**src/design/ccld_pkg.sv**
```systemverilog
// Shared types, codes, keyword tables and helper functions of the console line decoder.
`timescale 1ns / 1ps
`default_nettype none

package ccld_pkg;

  // Default sizes
  localparam int LINE_MAX_DEF  = 256;
  localparam int TOKEN_BUF_DEF = 16;

  // Character codes
  localparam logic [7:0] CH_TAB   = 8'h09;
  localparam logic [7:0] CH_LF    = 8'h0A;
  localparam logic [7:0] CH_CR    = 8'h0D;
  localparam logic [7:0] CH_SPACE = 8'h20;
  localparam logic [7:0] CH_PLUS  = 8'h2B;
  localparam logic [7:0] CH_MINUS = 8'h2D;
  localparam logic [7:0] CH_ZERO  = 8'h30;
  localparam logic [7:0] CH_NINE  = 8'h39;
  localparam logic [7:0] CH_LC_A  = 8'h61;
  localparam logic [7:0] CH_LC_Z  = 8'h7A;
  localparam logic [7:0] CASE_GAP = 8'h20;

  // Outcome codes
  localparam logic [3:0] OC_BLANK       = 4'd0;
  localparam logic [3:0] OC_TOO_LONG    = 4'd1;
  localparam logic [3:0] OC_HELP        = 4'd2;
  localparam logic [3:0] OC_STATUS      = 4'd3;
  localparam logic [3:0] OC_GET_STATUS  = 4'd4;
  localparam logic [3:0] OC_RULE_ADD    = 4'd5;
  localparam logic [3:0] OC_RULE_DELETE = 4'd6;
  localparam logic [3:0] OC_RULE_ENABLE = 4'd7;
  localparam logic [3:0] OC_RULE_DISABLE = 4'd8;
  localparam logic [3:0] OC_RULE_LIST   = 4'd9;
  localparam logic [3:0] OC_RULE_TEST   = 4'd10;
  localparam logic [3:0] OC_UNKNOWN     = 4'd11;
  localparam logic [3:0] OC_MISSING_SUB = 4'd12;
  localparam logic [3:0] OC_UNKNOWN_SUB = 4'd13;

  // Keywords, left aligned: character i sits at byte 9-i
  typedef logic [9:0][7:0] kw_t;

  localparam int CMD_NUM = 4;
  localparam int SUB_NUM = 6;

  localparam int KW_RULE       = 0;
  localparam int KW_STATUS     = 1;
  localparam int KW_GET_STATUS = 2;
  localparam int KW_HELP       = 3;

  localparam int SW_ADD     = 0;
  localparam int SW_DELETE  = 1;
  localparam int SW_ENABLE  = 2;
  localparam int SW_DISABLE = 3;
  localparam int SW_LIST    = 4;
  localparam int SW_TEST    = 5;

  localparam kw_t CMD_KW [CMD_NUM] = '{
    {"RULE", 48'h0}, {"STATUS", 32'h0}, {"GET_STATUS"}, {"HELP", 48'h0}
  };
  localparam logic [3:0] CMD_LEN [CMD_NUM] = '{4'd4, 4'd6, 4'd10, 4'd4};

  localparam kw_t SUB_KW [SUB_NUM] = '{
    {"ADD", 56'h0}, {"DELETE", 32'h0}, {"ENABLE", 32'h0},
    {"DISABLE", 24'h0}, {"LIST", 48'h0}, {"TEST", 48'h0}
  };
  localparam logic [3:0] SUB_LEN [SUB_NUM] = '{4'd3, 4'd6, 4'd6, 4'd7, 4'd4, 4'd4};

  // Line parse phases
  typedef enum logic [2:0] {
    PH_LEAD,
    PH_CMD,
    PH_GAP1,
    PH_SUB,
    PH_GAP2,
    PH_ARG
  } phase_t;

  // Decimal argument evaluation
  typedef enum logic [1:0] {
    NUM_WS,
    NUM_SIGNED,
    NUM_DIGITS,
    NUM_DONE
  } num_phase_t;

  typedef struct packed {
    num_phase_t  phase;
    logic        neg;
    logic [31:0] mag;
  } num_t;

  localparam logic [34:0] MAG_SAT = 35'h0_8000_0000;

  function automatic logic [7:0] upcase(input logic [7:0] c);
    logic [7:0] r;
    r = c;
    if (c >= CH_LC_A && c <= CH_LC_Z) r = c - CASE_GAP;
    return r;
  endfunction

  function automatic logic is_blank(input logic [7:0] c);
    return (c == CH_SPACE) || (c == CH_TAB);
  endfunction

  // True if keyword character idx exists and equals c
  function automatic logic kw_hit(input kw_t kw, input logic [3:0] kw_len,
                                  input logic [5:0] idx, input logic [7:0] c);
    logic r;
    r = 1'b0;
    if (idx < {2'b00, kw_len}) r = (kw[4'd9 - idx[3:0]] == c);
    return r;
  endfunction

  // One byte of the strtol-style scan
  function automatic num_t num_step(input num_t s, input logic [7:0] c);
    num_t        r;
    logic        digit;
    logic [34:0] t;
    r     = s;
    digit = (c >= CH_ZERO) && (c <= CH_NINE);
    t     = ({3'b000, s.mag} << 3) + ({3'b000, s.mag} << 1) + {31'd0, 4'(c - CH_ZERO)};
    if (t > MAG_SAT) t = MAG_SAT;
    case (s.phase)
      NUM_WS: begin
        if (c == CH_SPACE || (c >= CH_TAB && c <= CH_CR)) begin
          r.phase = NUM_WS;
        end else if (c == CH_PLUS || c == CH_MINUS) begin
          r.neg   = (c == CH_MINUS);
          r.phase = NUM_SIGNED;
        end else if (digit) begin
          r.mag   = t[31:0];
          r.phase = NUM_DIGITS;
        end else begin
          r.phase = NUM_DONE;
        end
      end
      NUM_SIGNED, NUM_DIGITS: begin
        if (digit) begin
          r.mag   = t[31:0];
          r.phase = NUM_DIGITS;
        end else begin
          r.phase = NUM_DONE;
        end
      end
      default: r.phase = NUM_DONE;
    endcase
    return r;
  endfunction

endpackage

`default_nettype wire

```
**src/design/console_command_line_decoder.sv**
```systemverilog
// Console command line decoder: per-byte line parser with registered result.
//
//   channel | direction | ports                                    | moves
//   --------+-----------+------------------------------------------+--------------------------
//   in_     | input     | in_valid, in_ready, in_rx_byte            | one received byte
//   out_    | output    | out_valid, out_ready, out_outcome, ...    | one line outcome
//
// One byte per cycle while in_ready is high. Each byte updates the running keyword match
// masks, token counters and the decimal scan in a single pass; a CR, or an LF not after
// a CR, loads the outcome register, visible the cycle after that byte is taken.
// Reset (rst_n low, synchronous) returns to the start of a line with no CR seen.
// in_ready drops only while a held outcome is not being taken by out_ready.
`timescale 1ns / 1ps
`default_nettype none

module console_command_line_decoder #(
  parameter int LINE_MAX  = ccld_pkg::LINE_MAX_DEF,
  parameter int TOKEN_BUF = ccld_pkg::TOKEN_BUF_DEF
) (
  input  wire logic               clk,
  input  wire logic               rst_n,
  input  wire logic               in_valid,
  output logic                    in_ready,
  input  wire logic [7:0]         in_rx_byte,
  output logic                    out_valid,
  input  wire logic               out_ready,
  output logic [3:0]              out_outcome,
  output logic                    out_arg_present,
  output logic [7:0]              out_arg_start,
  output logic [7:0]              out_arg_length,
  output logic signed [31:0]      out_arg_number,
  output logic [7:0]              out_line_length
);

  localparam int CNT_W = $clog2(LINE_MAX);
  localparam int TOK_W = $clog2(TOKEN_BUF);

  localparam logic [CNT_W-1:0] CNT_LAST = CNT_W'(LINE_MAX - 1);
  localparam logic [TOK_W-1:0] TOK_CUT  = TOK_W'(TOKEN_BUF - 1);

  // Parse state
  ccld_pkg::phase_t                 phase_r, phase_nxt;
  logic                             prev_cr_r, prev_cr_nxt;
  logic                             overlong_r, overlong_nxt;
  logic [CNT_W-1:0]                 count_r, count_nxt;
  logic [CNT_W-1:0]                 lne_r, lne_nxt;
  logic [CNT_W-1:0]                 arg_off_r, arg_off_nxt;
  logic [TOK_W-1:0]                 cmd_len_r, cmd_len_nxt;
  logic [TOK_W-1:0]                 sub_len_r, sub_len_nxt;
  logic [ccld_pkg::CMD_NUM-1:0]     cmd_mask_r, cmd_mask_nxt;
  logic [ccld_pkg::SUB_NUM-1:0]     sub_mask_r, sub_mask_nxt;
  ccld_pkg::num_t                   num_r, num_nxt;

  // Result register
  logic                             out_valid_r, out_valid_nxt;
  logic [3:0]                       outcome_r, outcome_nxt;
  logic                             arg_present_r, arg_present_nxt;
  logic [7:0]                       arg_start_r, arg_start_nxt;
  logic [7:0]                       arg_length_r, arg_length_nxt;
  logic [31:0]                      arg_number_r, arg_number_nxt;
  logic [7:0]                       line_length_r, line_length_nxt;

  // Combinational helpers
  logic                             fire, is_cr, is_lf, swallow, line_end, blank;
  logic [7:0]                       uc;
  logic [TOK_W-1:0]                 cmd_idx, sub_idx, cmd_inc, sub_inc;
  logic [ccld_pkg::CMD_NUM-1:0]     cmd_hit, cmd_match, cmd_base;
  logic [ccld_pkg::SUB_NUM-1:0]     sub_hit, sub_match, sub_base;
  logic                             cmd_rule, sub_seen;
  logic [CNT_W-1:0]                 arg_at;
  ccld_pkg::num_t                   num_init, num_from, num_stepped;
  logic [31:0]                      num_value;

  assign in_ready = !out_valid_r || out_ready;
  assign fire     = in_valid && in_ready;

  assign is_cr    = (in_rx_byte == ccld_pkg::CH_CR);
  assign is_lf    = (in_rx_byte == ccld_pkg::CH_LF);
  assign swallow  = is_lf && prev_cr_r;
  assign line_end = (is_cr || is_lf) && !swallow;
  assign blank    = ccld_pkg::is_blank(in_rx_byte);
  assign uc       = ccld_pkg::upcase(in_rx_byte);

  // Token character positions; a token starts from the idle phase before it
  assign cmd_idx  = (phase_r == ccld_pkg::PH_LEAD) ? '0 : cmd_len_r;
  assign sub_idx  = (phase_r == ccld_pkg::PH_GAP1) ? '0 : sub_len_r;
  assign cmd_inc  = cmd_idx + TOK_W'(1);
  assign sub_inc  = sub_idx + TOK_W'(1);
  assign cmd_base = (phase_r == ccld_pkg::PH_LEAD) ? '1 : cmd_mask_r;
  assign sub_base = (phase_r == ccld_pkg::PH_GAP1) ? '1 : sub_mask_r;

  // Keyword comparators and whole-token matches
  always_comb begin
    for (int k = 0; k < ccld_pkg::CMD_NUM; k++) begin
      cmd_hit[k]   = ccld_pkg::kw_hit(ccld_pkg::CMD_KW[k], ccld_pkg::CMD_LEN[k],
                                      6'(cmd_idx), uc);
      cmd_match[k] = cmd_mask_r[k] && (6'(cmd_len_r) == 6'(ccld_pkg::CMD_LEN[k]));
    end
    for (int k = 0; k < ccld_pkg::SUB_NUM; k++) begin
      sub_hit[k]   = ccld_pkg::kw_hit(ccld_pkg::SUB_KW[k], ccld_pkg::SUB_LEN[k],
                                      6'(sub_idx), uc);
      sub_match[k] = sub_mask_r[k] && (6'(sub_len_r) == 6'(ccld_pkg::SUB_LEN[k]));
    end
  end

  assign cmd_rule = cmd_match[ccld_pkg::KW_RULE];
  assign sub_seen = (phase_r == ccld_pkg::PH_SUB) || (phase_r == ccld_pkg::PH_GAP2) ||
                    ((phase_r == ccld_pkg::PH_ARG) && cmd_rule);
  assign arg_at   = (phase_r == ccld_pkg::PH_ARG) ? arg_off_r : lne_r;

  // Decimal scan: restart on the first argument byte
  assign num_init    = '{phase: ccld_pkg::NUM_WS, neg: 1'b0, mag: 32'd0};
  assign num_from    = (phase_r == ccld_pkg::PH_ARG) ? num_r : num_init;
  assign num_stepped = ccld_pkg::num_step(num_from, in_rx_byte);
  assign num_value   = num_r.neg ? 32'(32'd0 - num_r.mag) :
                       (num_r.mag[31] ? 32'h7FFF_FFFF : num_r.mag);

  // Next state and result
  always_comb begin
    phase_nxt       = phase_r;
    prev_cr_nxt     = prev_cr_r;
    overlong_nxt    = overlong_r;
    count_nxt       = count_r;
    lne_nxt         = lne_r;
    arg_off_nxt     = arg_off_r;
    cmd_len_nxt     = cmd_len_r;
    sub_len_nxt     = sub_len_r;
    cmd_mask_nxt    = cmd_mask_r;
    sub_mask_nxt    = sub_mask_r;
    num_nxt         = num_r;

    out_valid_nxt   = out_valid_r && !out_ready;
    outcome_nxt     = outcome_r;
    arg_present_nxt = arg_present_r;
    arg_start_nxt   = arg_start_r;
    arg_length_nxt  = arg_length_r;
    arg_number_nxt  = arg_number_r;
    line_length_nxt = line_length_r;

    if (fire) begin
      if (swallow) begin
        prev_cr_nxt = 1'b0;
      end else if (line_end) begin
        // Line complete: load the result and start a fresh line
        prev_cr_nxt     = is_cr;
        out_valid_nxt   = 1'b1;
        outcome_nxt     = ccld_pkg::OC_BLANK;
        arg_present_nxt = 1'b0;
        arg_start_nxt   = '0;
        arg_length_nxt  = '0;
        arg_number_nxt  = '0;
        line_length_nxt = '0;
        if (overlong_r) begin
          outcome_nxt = ccld_pkg::OC_TOO_LONG;
        end else if (phase_r != ccld_pkg::PH_LEAD) begin
          if (!cmd_rule) begin
            if (cmd_match[ccld_pkg::KW_STATUS])          outcome_nxt = ccld_pkg::OC_STATUS;
            else if (cmd_match[ccld_pkg::KW_GET_STATUS]) outcome_nxt = ccld_pkg::OC_GET_STATUS;
            else if (cmd_match[ccld_pkg::KW_HELP])       outcome_nxt = ccld_pkg::OC_HELP;
            else                                         outcome_nxt = ccld_pkg::OC_UNKNOWN;
          end else if (!sub_seen) begin
            outcome_nxt = ccld_pkg::OC_MISSING_SUB;
          end else begin
            if (sub_match[ccld_pkg::SW_ADD])          outcome_nxt = ccld_pkg::OC_RULE_ADD;
            else if (sub_match[ccld_pkg::SW_DELETE])  outcome_nxt = ccld_pkg::OC_RULE_DELETE;
            else if (sub_match[ccld_pkg::SW_ENABLE])  outcome_nxt = ccld_pkg::OC_RULE_ENABLE;
            else if (sub_match[ccld_pkg::SW_DISABLE]) outcome_nxt = ccld_pkg::OC_RULE_DISABLE;
            else if (sub_match[ccld_pkg::SW_LIST])    outcome_nxt = ccld_pkg::OC_RULE_LIST;
            else if (sub_match[ccld_pkg::SW_TEST])    outcome_nxt = ccld_pkg::OC_RULE_TEST;
            else                                      outcome_nxt = ccld_pkg::OC_UNKNOWN_SUB;
          end
          arg_present_nxt = (phase_r == ccld_pkg::PH_ARG);
          arg_start_nxt   = 8'(arg_at);
          arg_length_nxt  = 8'(lne_r - arg_at);
          arg_number_nxt  = (phase_r == ccld_pkg::PH_ARG) ? num_value : 32'd0;
          line_length_nxt = 8'(lne_r);
        end
        phase_nxt    = ccld_pkg::PH_LEAD;
        overlong_nxt = 1'b0;
        count_nxt    = '0;
        lne_nxt      = '0;
        arg_off_nxt  = '0;
        cmd_len_nxt  = '0;
        sub_len_nxt  = '0;
        cmd_mask_nxt = '1;
        sub_mask_nxt = '1;
        num_nxt      = num_init;
      end else if (count_r >= CNT_LAST) begin
        // No room left in the line: drop the byte
        prev_cr_nxt  = 1'b0;
        overlong_nxt = 1'b1;
      end else begin
        prev_cr_nxt = 1'b0;
        count_nxt   = count_r + CNT_W'(1);
        if (!blank) lne_nxt = count_r + CNT_W'(1);
        unique case (phase_r)
          ccld_pkg::PH_LEAD, ccld_pkg::PH_CMD: begin
            if (!blank) begin
              cmd_mask_nxt = cmd_base & cmd_hit;
              cmd_len_nxt  = cmd_inc;
              phase_nxt    = (cmd_inc == TOK_CUT) ? ccld_pkg::PH_GAP1 : ccld_pkg::PH_CMD;
            end else if (phase_r == ccld_pkg::PH_CMD) begin
              phase_nxt = ccld_pkg::PH_GAP1;
            end
          end
          ccld_pkg::PH_GAP1: begin
            if (!blank) begin
              if (cmd_rule) begin
                sub_mask_nxt = sub_base & sub_hit;
                sub_len_nxt  = sub_inc;
                phase_nxt    = (sub_inc == TOK_CUT) ? ccld_pkg::PH_GAP2 : ccld_pkg::PH_SUB;
              end else begin
                arg_off_nxt = count_r;
                num_nxt     = num_stepped;
                phase_nxt   = ccld_pkg::PH_ARG;
              end
            end
          end
          ccld_pkg::PH_SUB: begin
            if (!blank) begin
              sub_mask_nxt = sub_base & sub_hit;
              sub_len_nxt  = sub_inc;
              phase_nxt    = (sub_inc == TOK_CUT) ? ccld_pkg::PH_GAP2 : ccld_pkg::PH_SUB;
            end else begin
              phase_nxt = ccld_pkg::PH_GAP2;
            end
          end
          ccld_pkg::PH_GAP2: begin
            if (!blank) begin
              arg_off_nxt = count_r;
              num_nxt     = num_stepped;
              phase_nxt   = ccld_pkg::PH_ARG;
            end
          end
          ccld_pkg::PH_ARG: begin
            num_nxt = num_stepped;
          end
          default: phase_nxt = ccld_pkg::PH_LEAD;
        endcase
      end
    end
  end

  // Control state
  always_ff @(posedge clk) begin
    if (!rst_n) begin
      phase_r     <= ccld_pkg::PH_LEAD;
      prev_cr_r   <= 1'b0;
      overlong_r  <= 1'b0;
      count_r     <= '0;
      lne_r       <= '0;
      arg_off_r   <= '0;
      cmd_len_r   <= '0;
      sub_len_r   <= '0;
      cmd_mask_r  <= '1;
      sub_mask_r  <= '1;
      num_r       <= '{phase: ccld_pkg::NUM_WS, neg: 1'b0, mag: 32'd0};
      out_valid_r <= 1'b0;
    end else begin
      phase_r     <= phase_nxt;
      prev_cr_r   <= prev_cr_nxt;
      overlong_r  <= overlong_nxt;
      count_r     <= count_nxt;
      lne_r       <= lne_nxt;
      arg_off_r   <= arg_off_nxt;
      cmd_len_r   <= cmd_len_nxt;
      sub_len_r   <= sub_len_nxt;
      cmd_mask_r  <= cmd_mask_nxt;
      sub_mask_r  <= sub_mask_nxt;
      num_r       <= num_nxt;
      out_valid_r <= out_valid_nxt;
    end
  end

  // Result payload
  always_ff @(posedge clk) begin
    outcome_r     <= outcome_nxt;
    arg_present_r <= arg_present_nxt;
    arg_start_r   <= arg_start_nxt;
    arg_length_r  <= arg_length_nxt;
    arg_number_r  <= arg_number_nxt;
    line_length_r <= line_length_nxt;
  end

  assign out_valid       = out_valid_r;
  assign out_outcome     = outcome_r;
  assign out_arg_present = arg_present_r;
  assign out_arg_start   = arg_start_r;
  assign out_arg_length  = arg_length_r;
  assign out_arg_number  = signed'(arg_number_r);
  assign out_line_length = line_length_r;

endmodule

`default_nettype wire
```
**config.mk**
```make
export PLATFORM = sky130hd
export DESIGN_NAME = console_command_line_decoder
export DESIGN_NICKNAME = d
export VERILOG_FILES = /design/src/design/ccld_pkg.sv /design/src/design/console_command_line_decoder.sv
export SDC_FILE = /design/constraint.sdc
export NUM_CORES = 1
export LEC_CHECK = 0
export BUFFER_PORTS_ARGS = -buffer_cell sky130_fd_sc_hd__buf_2
export CAP_MARGIN = 10
export CELL_PAD_IN_SITES_DETAIL_PLACEMENT = 1
export CELL_PAD_IN_SITES_GLOBAL_PLACEMENT = 1
export CORE_ASPECT_RATIO = 1.5
export CORE_MARGIN = 1.5
export CORE_UTILIZATION = 39
export DETAILED_ROUTE_END_ITERATION = 16
export PLACE_DENSITY = 0.7
export SLEW_MARGIN = 20
export SYNTH_ARGS = -nofsm -noshare
export SYNTH_HDL_FRONTEND = slang
export SYNTH_SLANG_ARGS = --single-unit
export TNS_END_PERCENT = 50
```
**constraint.sdc**
```tcl
create_clock -name clk -period 9.4 [get_ports clk]
set_input_delay 0.94 -clock clk [delete_from_list [all_inputs] [get_ports clk]]
set_output_delay 0.94 -clock clk [all_outputs]
set_load 0.01 [all_outputs]
```
==> metrics.txt, run 1 <==
status complete, no violations; DRC 0; IO Pins 75; number of global-route vias before repair 11624; Post-Syn Nets around 1600; Net Sw Frac 0.2548; Max-Cap Viols 0; antenna violations before repair 2; Syn Area/Cell just under 8 µm²; drt pass-1 iters 5; RSZ-0062 raised after global routing no; Post-Route WL 39.32 mm; Mapped Cells 1472; Slew @ Worst Pin between 900 and 1000 ps; synth warn 0; die height between 200 and 250 µm; Layout Skew 15.19 ps; Starting Density 0.3967; share of post-route cells with drive strength above 1 0.1026; combinational power share 0.064; worst r2r src phase_r[2]$_SDFFE_PN0P_; power per cell area 115.9 nW/µm²; average wire per standard cell 20.73 µm; Worst EP required 9750 ps; WP data arrival between 6000 and 7000 ps; DP Area 12310 µm²; Synth Cell Area approximately 12000 µm²; CP startpoint phase_r[2]$_SDFFE_PN0P_; HPWL Detailed between 20 and 30 mm; Layout area overhead 10.74%; Clock Tree Root clkbuf_16; first-pass GRT wire length about 63 mm; Critical Path End Type register; FF+latch count, synth roughly 140; IO Port Bufs 74; Die Area between 30000 and 40000 µm²; H-tree Lvls 4; Seq pwr share 0.437; Die X between 100 and 150 µm; count of final max-slew check failures 0; minimum clock period just over 6000 ps; Layout Nets 1594; Core Footprint around 29000 µm²; cts repair resizes 0; std cell rows 77; Layout Cells excl Fill roughly 1900; sequential-to-total area share from yosys stat 0.2987; pre-CTS setup slack ~3300 ps; Leak 5.329 nW; Skew-Pair Late Insertion Delay around 430 ps; Most used DFF post-synth dfxtp_1; Hold WC Path Type register to register; Max Root-Sink Buffers 2; gr usage total 0.2600; Setup CP Type register to register; Final Setup Violations 0; Hold WS roughly 470 ps; GP Congestion roughly 0.88; number of library cell types mapped by synthesis 82; clock power share 0.499; final hold violation count 0; final core utilization 0.4393; Tcrit/Tclk final 0.6610; largest net degree at the start of global routing 58; Power Total between 1.5 and 2 mW; worst hold start arg_off_r[2]$_SDFFE_PN0P_; crit path launch type register; worst-case vdd ir drop around 0.12 mV; Iter 0 DRT Violations 430; Placed Cells ~1900; FMAX approximately 0.16 GHz; antenna-violating nets left 0; clk sinks about 140; CTS Buf Count 17; Int Power around 1.1 mW; Post-CTS Setup Bufs 0; CTS clk-pin slew, worst paths ~70 ps; final instance area roughly 13000 µm²; CTS tree built; P_sw roughly 0.38 mW; Max FO, Critical Path 16; relative slew slack 0.3378; routed via count approximately 11000; Final WS setup about 3200 ps; Overflow after GRT 0; Post-synth EDFFs 61; setup TNS 0 ps; share of synthesized flip-flops with an asynchronous set or reset 0; vias per cell slightly below 6; hold bufs inserted after CTS 0
[registers in the layout, summed over array words and instances (netlist names)]
register / cells
phase_r: 3
out_arg_start: 8
sub_len_r: 4
out_arg_length: 8
prev_cr_r: 1
out_line_length: 8
arg_off_r: 8
cmd_len_r: 4
out_arg_number: 32
overlong_r: 1
num_r: 35
cmd_mask_r: 4
count_r: 8
out_arg_present: 1
out_valid: 1
sub_mask_r: 6
out_outcome: 4
lne_r: 8
[final cells by class]
class,count,area (µm²)
Antenna cell,1,2.502
Tap cell,395,494.2
Timing Repair Buffer,85,452.9
Sequential cell,144,3493
Clock inverter,15,216.5
Fill cell,3623,16530
Clock buffer,17,425.4
Inverter,44,165.2
Multi-Input combinational cell,1196,7700
[synthesized netlist by cell type (4+ instances only)]
cell type  number  share of area
mux2i_1        12          0.010
o21ai_2         8         0.0060
o2111ai_1       9         0.0067
edfxtp_1       61           0.16
nand2_1       170          0.055
a31o_2          4         0.0030
nand4_1        16         0.0086
inv_1          42          0.013
a41oi_1         4         0.0030
o31ai_1        11         0.0071
or4_1          11         0.0071
nand3_1        42          0.018
nand3b_1        7         0.0045
nor4_1         16         0.0086
o22ai_1        10         0.0053
buf_2           4         0.0017
dfxtp_1        83           0.14
a211oi_1       14         0.0090
xor2_1         42          0.031
a21o_1         25          0.016
o21a_1          7         0.0045
buf_1           5         0.0016
o211ai_1       18          0.012
a221oi_1        7         0.0052
and3b_1         4         0.0030
a31oi_1        23          0.012
ha_1           92          0.098
a22oi_1         4         0.0026
nand2b_1       15         0.0080
nor2b_1        31          0.017
and3_1         17         0.0091
nor3b_1         7         0.0045
clkbuf_1       78          0.025
and2_1         42          0.022
xnor2_1        41          0.031
or2_2           5         0.0027
nor3_1         46          0.020
or3_1          12         0.0064
nor2_1        110          0.035
o21ai_0       116          0.050
a21oi_1       118          0.051
a21boi_0       23          0.015
[power groups by stage]
stage | Clock, mW | Sequential [mW] | Combinational [mW]
after global placement | 0 | 0.670 | 0.0939
after global routing | 0.778 | 0.657 | 0.108
after detailed placement | 0 | 0.670 | 0.0965
final | 0.748 | 0.656 | 0.0961
after floorplan | 0 | 0.668 | 0.0699
after CTS | 0.757 | 0.656 | 0.0970
[routing by layer]
layer,vias up,wire (µm),global-route usage
li1,5392,-,-
met1,5535,15300,0.2903
met2,200,21270,0.4804
met3,94,841,0.02763
met4,2,1894,0.1259
met5,-,13,0
[cell families after synthesis]
family / count (synthesis) / share of synthesized area
and+or+nand+nor: 567 / 0.2422
AOI/OAI and AO/OA: 439 / 0.2403
DFF: 144 / 0.2987
buffers and inverters: 132 / 0.04344
adders and majority gates: 94 / 0.1019
xor gates and xnor gates: 83 / 0.06217
muxes: 13 / 0.01124
[final timing paths]
kind	endpoint	slack (ps)	cells after the start
setup reg to reg	num_r[10]$_SDFFE_PN0P_	3190	16
hold reg to reg	arg_off_r[2]$_SDFFE_PN0P_	470	2
setup / recovery	num_r[10]$_SDFFE_PN0P_	3190	16
hold / removal	arg_off_r[2]$_SDFFE_PN0P_	470	2
[worst max-delay path, stage by stage (launching register included)]
cell       delay (ps)
dfxtp_1           540
nor2b_1           310
nand2_1           470
nor2_1            420
ha_1              300
ha_1              240
fa_1              420
a21o_1            220
a221oi_4          430
o2111ai_2         190
a2111oi_2         330
a311oi_1          110
or4_1             520
or4b_4            500
nor4_4            520
o211ai_4          340
o21ai_0           260
[layout by cell type (no fill, tap or decap), types with 7 or more instances in the layout]
cell / instances
clkbuf_16: 17
nor2b_1: 31
xor2_1: 42
buf_2: 74
edfxtp_1: 61
and3_1: 17
nor4_1: 16
o22ai_1: 10
inv_1: 41
o21ai_2: 9
ha_1: 92
nand2b_1: 15
a21o_1: 25
a21oi_1: 117
or3_1: 12
nand4_1: 16
or4_1: 11
a31oi_1: 23
xnor2_1: 41
o21ai_0: 115
o2111ai_1: 9
o31ai_1: 11
buf_4: 11
o21a_1: 7
a211oi_1: 14
and2_1: 42
o211ai_1: 18
nand3_1: 42
nor3_1: 46
nand2_1: 170
dfxtp_1: 83
mux2i_1: 12
a221oi_1: 7
nor3b_1: 7
nand3b_1: 7
nor2_1: 110
a21boi_0: 23
No activity file was read; power rests on OpenSTA's default activity.
==> run 2, diff against run 1 <==
PLACE_DENSITY = 0.73   (was 0.7)
clock period = 5.2 ns   (was 9.4 ns; I/O delays follow)
==> metrics.txt, run 2 (synthesis gave the netlist of run 1 again) <==
status complete, no violations; Skew-Pair Late Insertion Delay 440 ps (about the same); Net Sw Frac 0.2684 (+0.01359); Critical Path End Type register; relative slew slack 0.3473 (+0.009527); worst hold start out_ready; busiest grt layer met2; CTS tree built; Core Footprint 29480 µm² (unchanged); Clock Tree Root clkbuf_16; final hold violation count 0 (unchanged); first-pass GRT wire length 65.48 mm (+3.3%); hold bufs inserted after CTS 0 (unchanged); most flop-heavy register num_r; Leak 5.519 nW (+3.6%); drt pass-1 iters 5 (unchanged); met2 GRT Util 0.5191 (+0.03876); Setup CP Type register to register; GP Congestion 0.9160 (+3.9%); CTS clk-pin slew, worst paths 60 ps (about the same); IO Pins 75 (unchanged); P_sw 0.6945 mW (+82%); reg2reg end num_r[23]$_SDFFE_PN0P_; Seq pwr share 0.458 (+0.021); met1 Use GR 0.2768 (-0.01355); final antenna diode count 0 (-1); power per cell area 195.7 nW/µm² (+69%); worst r2r src phase_r[1]$_SDFFE_PN0P_; gr usage total 0.2676 (+0.007558); HPWL Detailed 31.24 mm (+5.0%); Max FO, Critical Path 15 (-1); Final Setup Violations 0 (unchanged); number of global-route vias before repair 12346 (+6.2%); die height 215.1 µm (unchanged); Hold WC Path Type input port to register; DRC 0 (unchanged); combinational power share 0.071 (+0.007); Worst EP required 5530 ps (-4220 ps); Slew @ Worst Pin 971.5 ps (-14.68 ps); crit path launch type register; WP data arrival 5400 ps (-1170 ps); Starting Density 0.3967 (unchanged); Die X 144.4 µm (unchanged); FMAX 0.1973 GHz (+23%); clock power share 0.471 (-0.028); Overflow after GRT 0 (unchanged); flop2flop setup slack 130 ps (-3060 ps); Iter 0 DRT Violations 603 (+40%); R2R depth 16 (unchanged); CP startpoint phase_r[1]$_SDFFE_PN0P_; Max-Cap Viols 0 (unchanged); clk sinks 144 (unchanged); Hold WS 442.5 ps (-28.22 ps); H-tree Lvls 4 (unchanged); IO Port Bufs 74 (unchanged); minimum clock period 5069 ps (-1144 ps); Tcrit/Tclk final 0.9749 (+0.3139); Post-Route WL 40.53 mm (+3.1%); most frequent cells in the layout nand2_1 (170), a21oi_1 (117), o21ai_0 (114); share of post-route cells with drive strength above 1 0.1277 (+0.02508); Hold EP out_valid$_SDFF_PN0_; Max Root-Sink Buffers 2 (unchanged); CTS Buf Count 17 (unchanged); vias per cell 5.954 (+0.63%); average wire per standard cell 20.91 µm (+0.91%); Layout Nets 1636 (+2.6%); routed via count 11538 (+2.8%); number of flip-flops under the largest register name 35 (unchanged); Power Total 2.588 mW (+72%); pre-CTS setup slack 103.2 ps (-3167 ps); count of final max-slew check failures 0 (unchanged); Hold Crit Depth 3 (+1); Int Power 1.893 mW (+69%); final core utilization 0.4485 (+0.009209); Final WS setup 130.6 ps (-3056 ps); std cell rows 77 (unchanged); antenna violations before repair 1 (-1); antenna-violating nets left 0 (unchanged); Layout Skew 16.19 ps (+1.002 ps); Die Area 31050 µm² (unchanged); Layout area overhead 13.06%; largest net degree at the start of global routing 57 (-1.7%); M3 GR Usage 0.03431 (+0.006684); worst-case vdd ir drop 0.1909 mV (+58%); commonest non-fill, non-tap cell in the layout nand2_1
-- run 2: changes by cell type in the layout (fill, tap and decap cells not counted), sizes merged --
cell      delta
buf         +42
bufinv       -3
clkbuf       +1
clkinv       +3
clkinvlp     +1
diode        -1
inv          -2
-- run 2: worst max-delay path by stage --
stage | endpoint | depth (start not counted)
2_1_floorplan | num_r[0]$_SDFFE_PN0P_ | 18
3_3_place_gp | num_r[13]$_SDFFE_PN0P_ | 18
3_5_place_dp | num_r[9]$_SDFFE_PN0P_ | 18
4_1_cts | num_r[9]$_SDFFE_PN0P_ | 18
5_1_grt | num_r[23]$_SDFFE_PN0P_ | 17
6_report | num_r[23]$_SDFFE_PN0P_ | 16
-- run 2: power groups by stage --
stage               Combinational [mW]  Clock (mW)  Sequential (mW)
floorplan                        0.127           0             1.21
global placement                 0.178           0             1.21
detailed placement               0.182           0             1.21
CTS                              0.184        1.23             1.18
global route                     0.203        1.27             1.19
finish                           0.183        1.22             1.18
-- run 2: area by class of cell --
type,count,area (µm²)
clock inverter,14,146.4
clock buffer,18,439.2
multi-input combinational,1196,7702
sequential,144,3493
inverter,44,165.2
fill,3672,16260
tap,395,494.2
timing repair buffer,127,780.7
-- run 2: through the flow --
step                      instance area (µm²)  instances  TNS (ps)
after floorplan                         11700       1472         0
after global placement                  12590       1902         0
after detailed placement                12590       1902         0
after CTS                               13180       1934         0
after global routing                    13220       1938    -44.70
final                                   13220       1938         0
-- run 2: worst max-delay path: stages (launching register included) --
cell and delay [ps]:
dfxtp_1 310, and3b_1 320, buf_4 240, and2_1 300, ha_1 280, ha_1 460, nand4_1 290, nor2_1 350
nand3_1 260, a31oi_1 460, o21bai_1 130, xor2_1 380, nand3_1 220, nor4_4 360, buf_4 190, nor2_1 80
o31ai_1 310
-- run 2: per-layer routing --
metal | up-vias | routed length (µm) | share of wire
li1 | 5484 | - | -
met1 | 5744 | 15330 | 0.38
met5 | - | 13 | 0.00032
met4 | 2 | 1744 | 0.043
met3 | 90 | 911 | 0.022
met2 | 218 | 22530 | 0.56
-- run 2: timing repair --
item                                    4_1_cts  5_1_grt
endpoints found under the setup margin        0       22
buffers inserted                              0        4
resized for setup                             0        2
==> run 3, diff against run 2 <==
BUFFER_PORTS_ARGS = -buffer_cell sky130_fd_sc_hd__buf_4   (was -buffer_cell sky130_fd_sc_hd__buf_2)
==> metrics.txt, run 3 (synthesis gave the netlist of run 1 again) <==
CTS clk-pin slew, worst paths 60 ps (about the same); Setup CP Type register to register; IO Pins 75 (unchanged); antenna violations before repair 0 (-1); most numerous cell on the critical path o21ai_0; hold bufs inserted after CTS 0 (unchanged); commonest non-fill, non-tap cell in the layout nand2_1; final instance area 13500 µm² (+2.1%); pre-CTS setup slack 119.1 ps (+15.87 ps); Layout Skew 11.60 ps (-4.596 ps); Slew @ Worst Pin 943.6 ps (-27.94 ps); status complete, no violations; Die Area 31050 µm² (unchanged); Hold WC Path Type input port to register; setup TNS 0 ps (unchanged); Core Footprint 29480 µm² (unchanged); Overflow after GRT 0 (unchanged); HPWL Detailed 31.17 mm (-0.23%); most flop-heavy register num_r; IO Port Bufs 74 (unchanged); largest net degree at the start of global routing 58 (+1.8%); FMAX 0.2033 GHz (+3.1%); std cell rows 77 (unchanged); final hold violation count 0 (unchanged); Starting Density 0.3967 (unchanged); Power Total 2.599 mW (+0.46%); DRC 0 (unchanged); GP Congestion 0.9285 (+1.4%); Skew-Pair Late Insertion Delay 430 ps (about the same); final antenna diode count 0 (unchanged); Post-Route WL 40.05 mm (-1.2%); Layout area overhead 15.42%; Placed Cells 1910 (+0.42%); die height 215.1 µm (unchanged); most frequent cells in the layout nand2_1 (169), buf_4 (133), a21oi_1 (117); worst-case vdd ir drop 0.2061 mV (+8.0%); Tcrit/Tclk final 0.9458 (-0.02905); Critical Path Max Stage Delay 680 ps (+220 ps); slowest CP cell o21ai_0; Iter 0 DRT Violations 566 (-6.1%); minimum clock period 4918 ps (-151.0 ps); Final Setup Violations 0 (unchanged); Worst EP required 5540 ps (about the same); final core utilization 0.4578 (+0.009337); Hold WS 431.2 ps (-11.24 ps); DP Area 12840 µm² (+1.9%); H-tree Lvls 4 (unchanged); Critical Path End Type register; share of post-route cells with drive strength above 1 0.1341 (+0.006434); CP cell instances and3b_1 -> buf_6 -> and2_1 -> ha_1 -> ha_1 -> nand2_1 -> o21ai_0 -> a21oi_1 -> o21ai_0 -> a311oi_1 -> or4_1 -> or4b_4 -> nor4_4 -> buf_4 -> buf_4 -> o21ai_0 -> a31oi_1; first-pass GRT wire length 64.43 mm (-1.6%); crit path launch type register; antenna-violating nets left 0 (unchanged); routed via count 11529 (-0.078%); Die X 144.4 µm (unchanged); fill cell count 3628 (-1.2%); vias per cell 5.924 (-0.49%); relative slew slack 0.3709 (+0.02361); clk sinks 144 (unchanged); WP data arrival 5260 ps (-140 ps); Clock Tree Root clkbuf_16; average wire per standard cell 20.58 µm (-1.6%); Layout Cells excl Fill 1946 (+0.41%); power per cell area 192.6 nW/µm² (-1.6%); gr usage total 0.2637 (-0.003867); CTS Buf Count 17 (unchanged); number of global-route vias before repair 12024 (-2.6%); count of final max-slew check failures 0 (unchanged); Max FO, Critical Path 16 (+1); Max Root-Sink Buffers 2 (unchanged); CTS tree built; drt pass-1 iters 5 (unchanged); Leak 5.603 nW (+1.5%); number of flip-flops under the largest register name 35 (unchanged); Final WS setup 281.6 ps (+151.0 ps); Layout Nets 1644 (+0.49%); Max-Cap Viols 0 (unchanged)
==> run 3: final cells by class <==
cell class / instances / area [µm²] / share of cell area
multi-input combinational: 1196 / 7732 / 0.5729
sequential: 144 / 3493 / 0.2588
timing repair buffer: 135 / 1030 / 0.07630
tap: 395 / 494.2 / 0.03662
clock buffer: 18 / 429.2 / 0.03180
inverter: 44 / 165.2 / 0.01224
clock inverter: 14 / 152.6 / 0.01131
==> run 3: critical path: cells and delay by family (launching register included) <==
kind            cells  cell delay [ps]
fa+ha+maj           2              670
compound gates      6             1400
simple gates        6             1890
buf+inv             3              520
flops               1              350
==> run 3: path summary, 6_finish.rpt <==
check / to / cells past startpoint / slack (ps) / from
worst max-delay path: num_r[1]$_SDFFE_PN0P_ / 17 / 280 / phase_r[2]$_SDFFE_PN0P_
worst min-delay path: out_valid$_SDFF_PN0_ / 3 / 430 / out_ready
worst max register to register: num_r[1]$_SDFFE_PN0P_ / 17 / 280 / phase_r[2]$_SDFFE_PN0P_
worst min register to register: arg_off_r[4]$_SDFFE_PN0P_ / 2 / 470 / arg_off_r[4]$_SDFFE_PN0P_
==> run 3: power breakdown <==
| part | switching [mW] | leakage (nW) | internal [mW] |
|---|---|---|---|
| combinational | 0.118 | 4.03 | 0.0684 |
| clock | 0.515 | 0.281 | 0.713 |
| sequential | 0.00750 | 1.29 | 1.18 |
==> run 3: per-layer routing <==
metal / global-route usage / wire, µm / up-vias
met5: 0 / 0 / -
met4: 0.1370 / 2174 / 0
met3: 0.02919 / 901 / 105
met2: 0.4935 / 21670 / 231
met1: 0.2844 / 15300 / 5692
li1: - / - / 5501
==> run 3: repair_timing <==
| item | CTS | global route |
|---|---|---|
| setup endpoints to repair | 0 | 24 |
| buffers inserted | 0 | 4 |
| endpoints found under the hold margin | 0 | 0 |
| resized for setup | 0 | 9 |
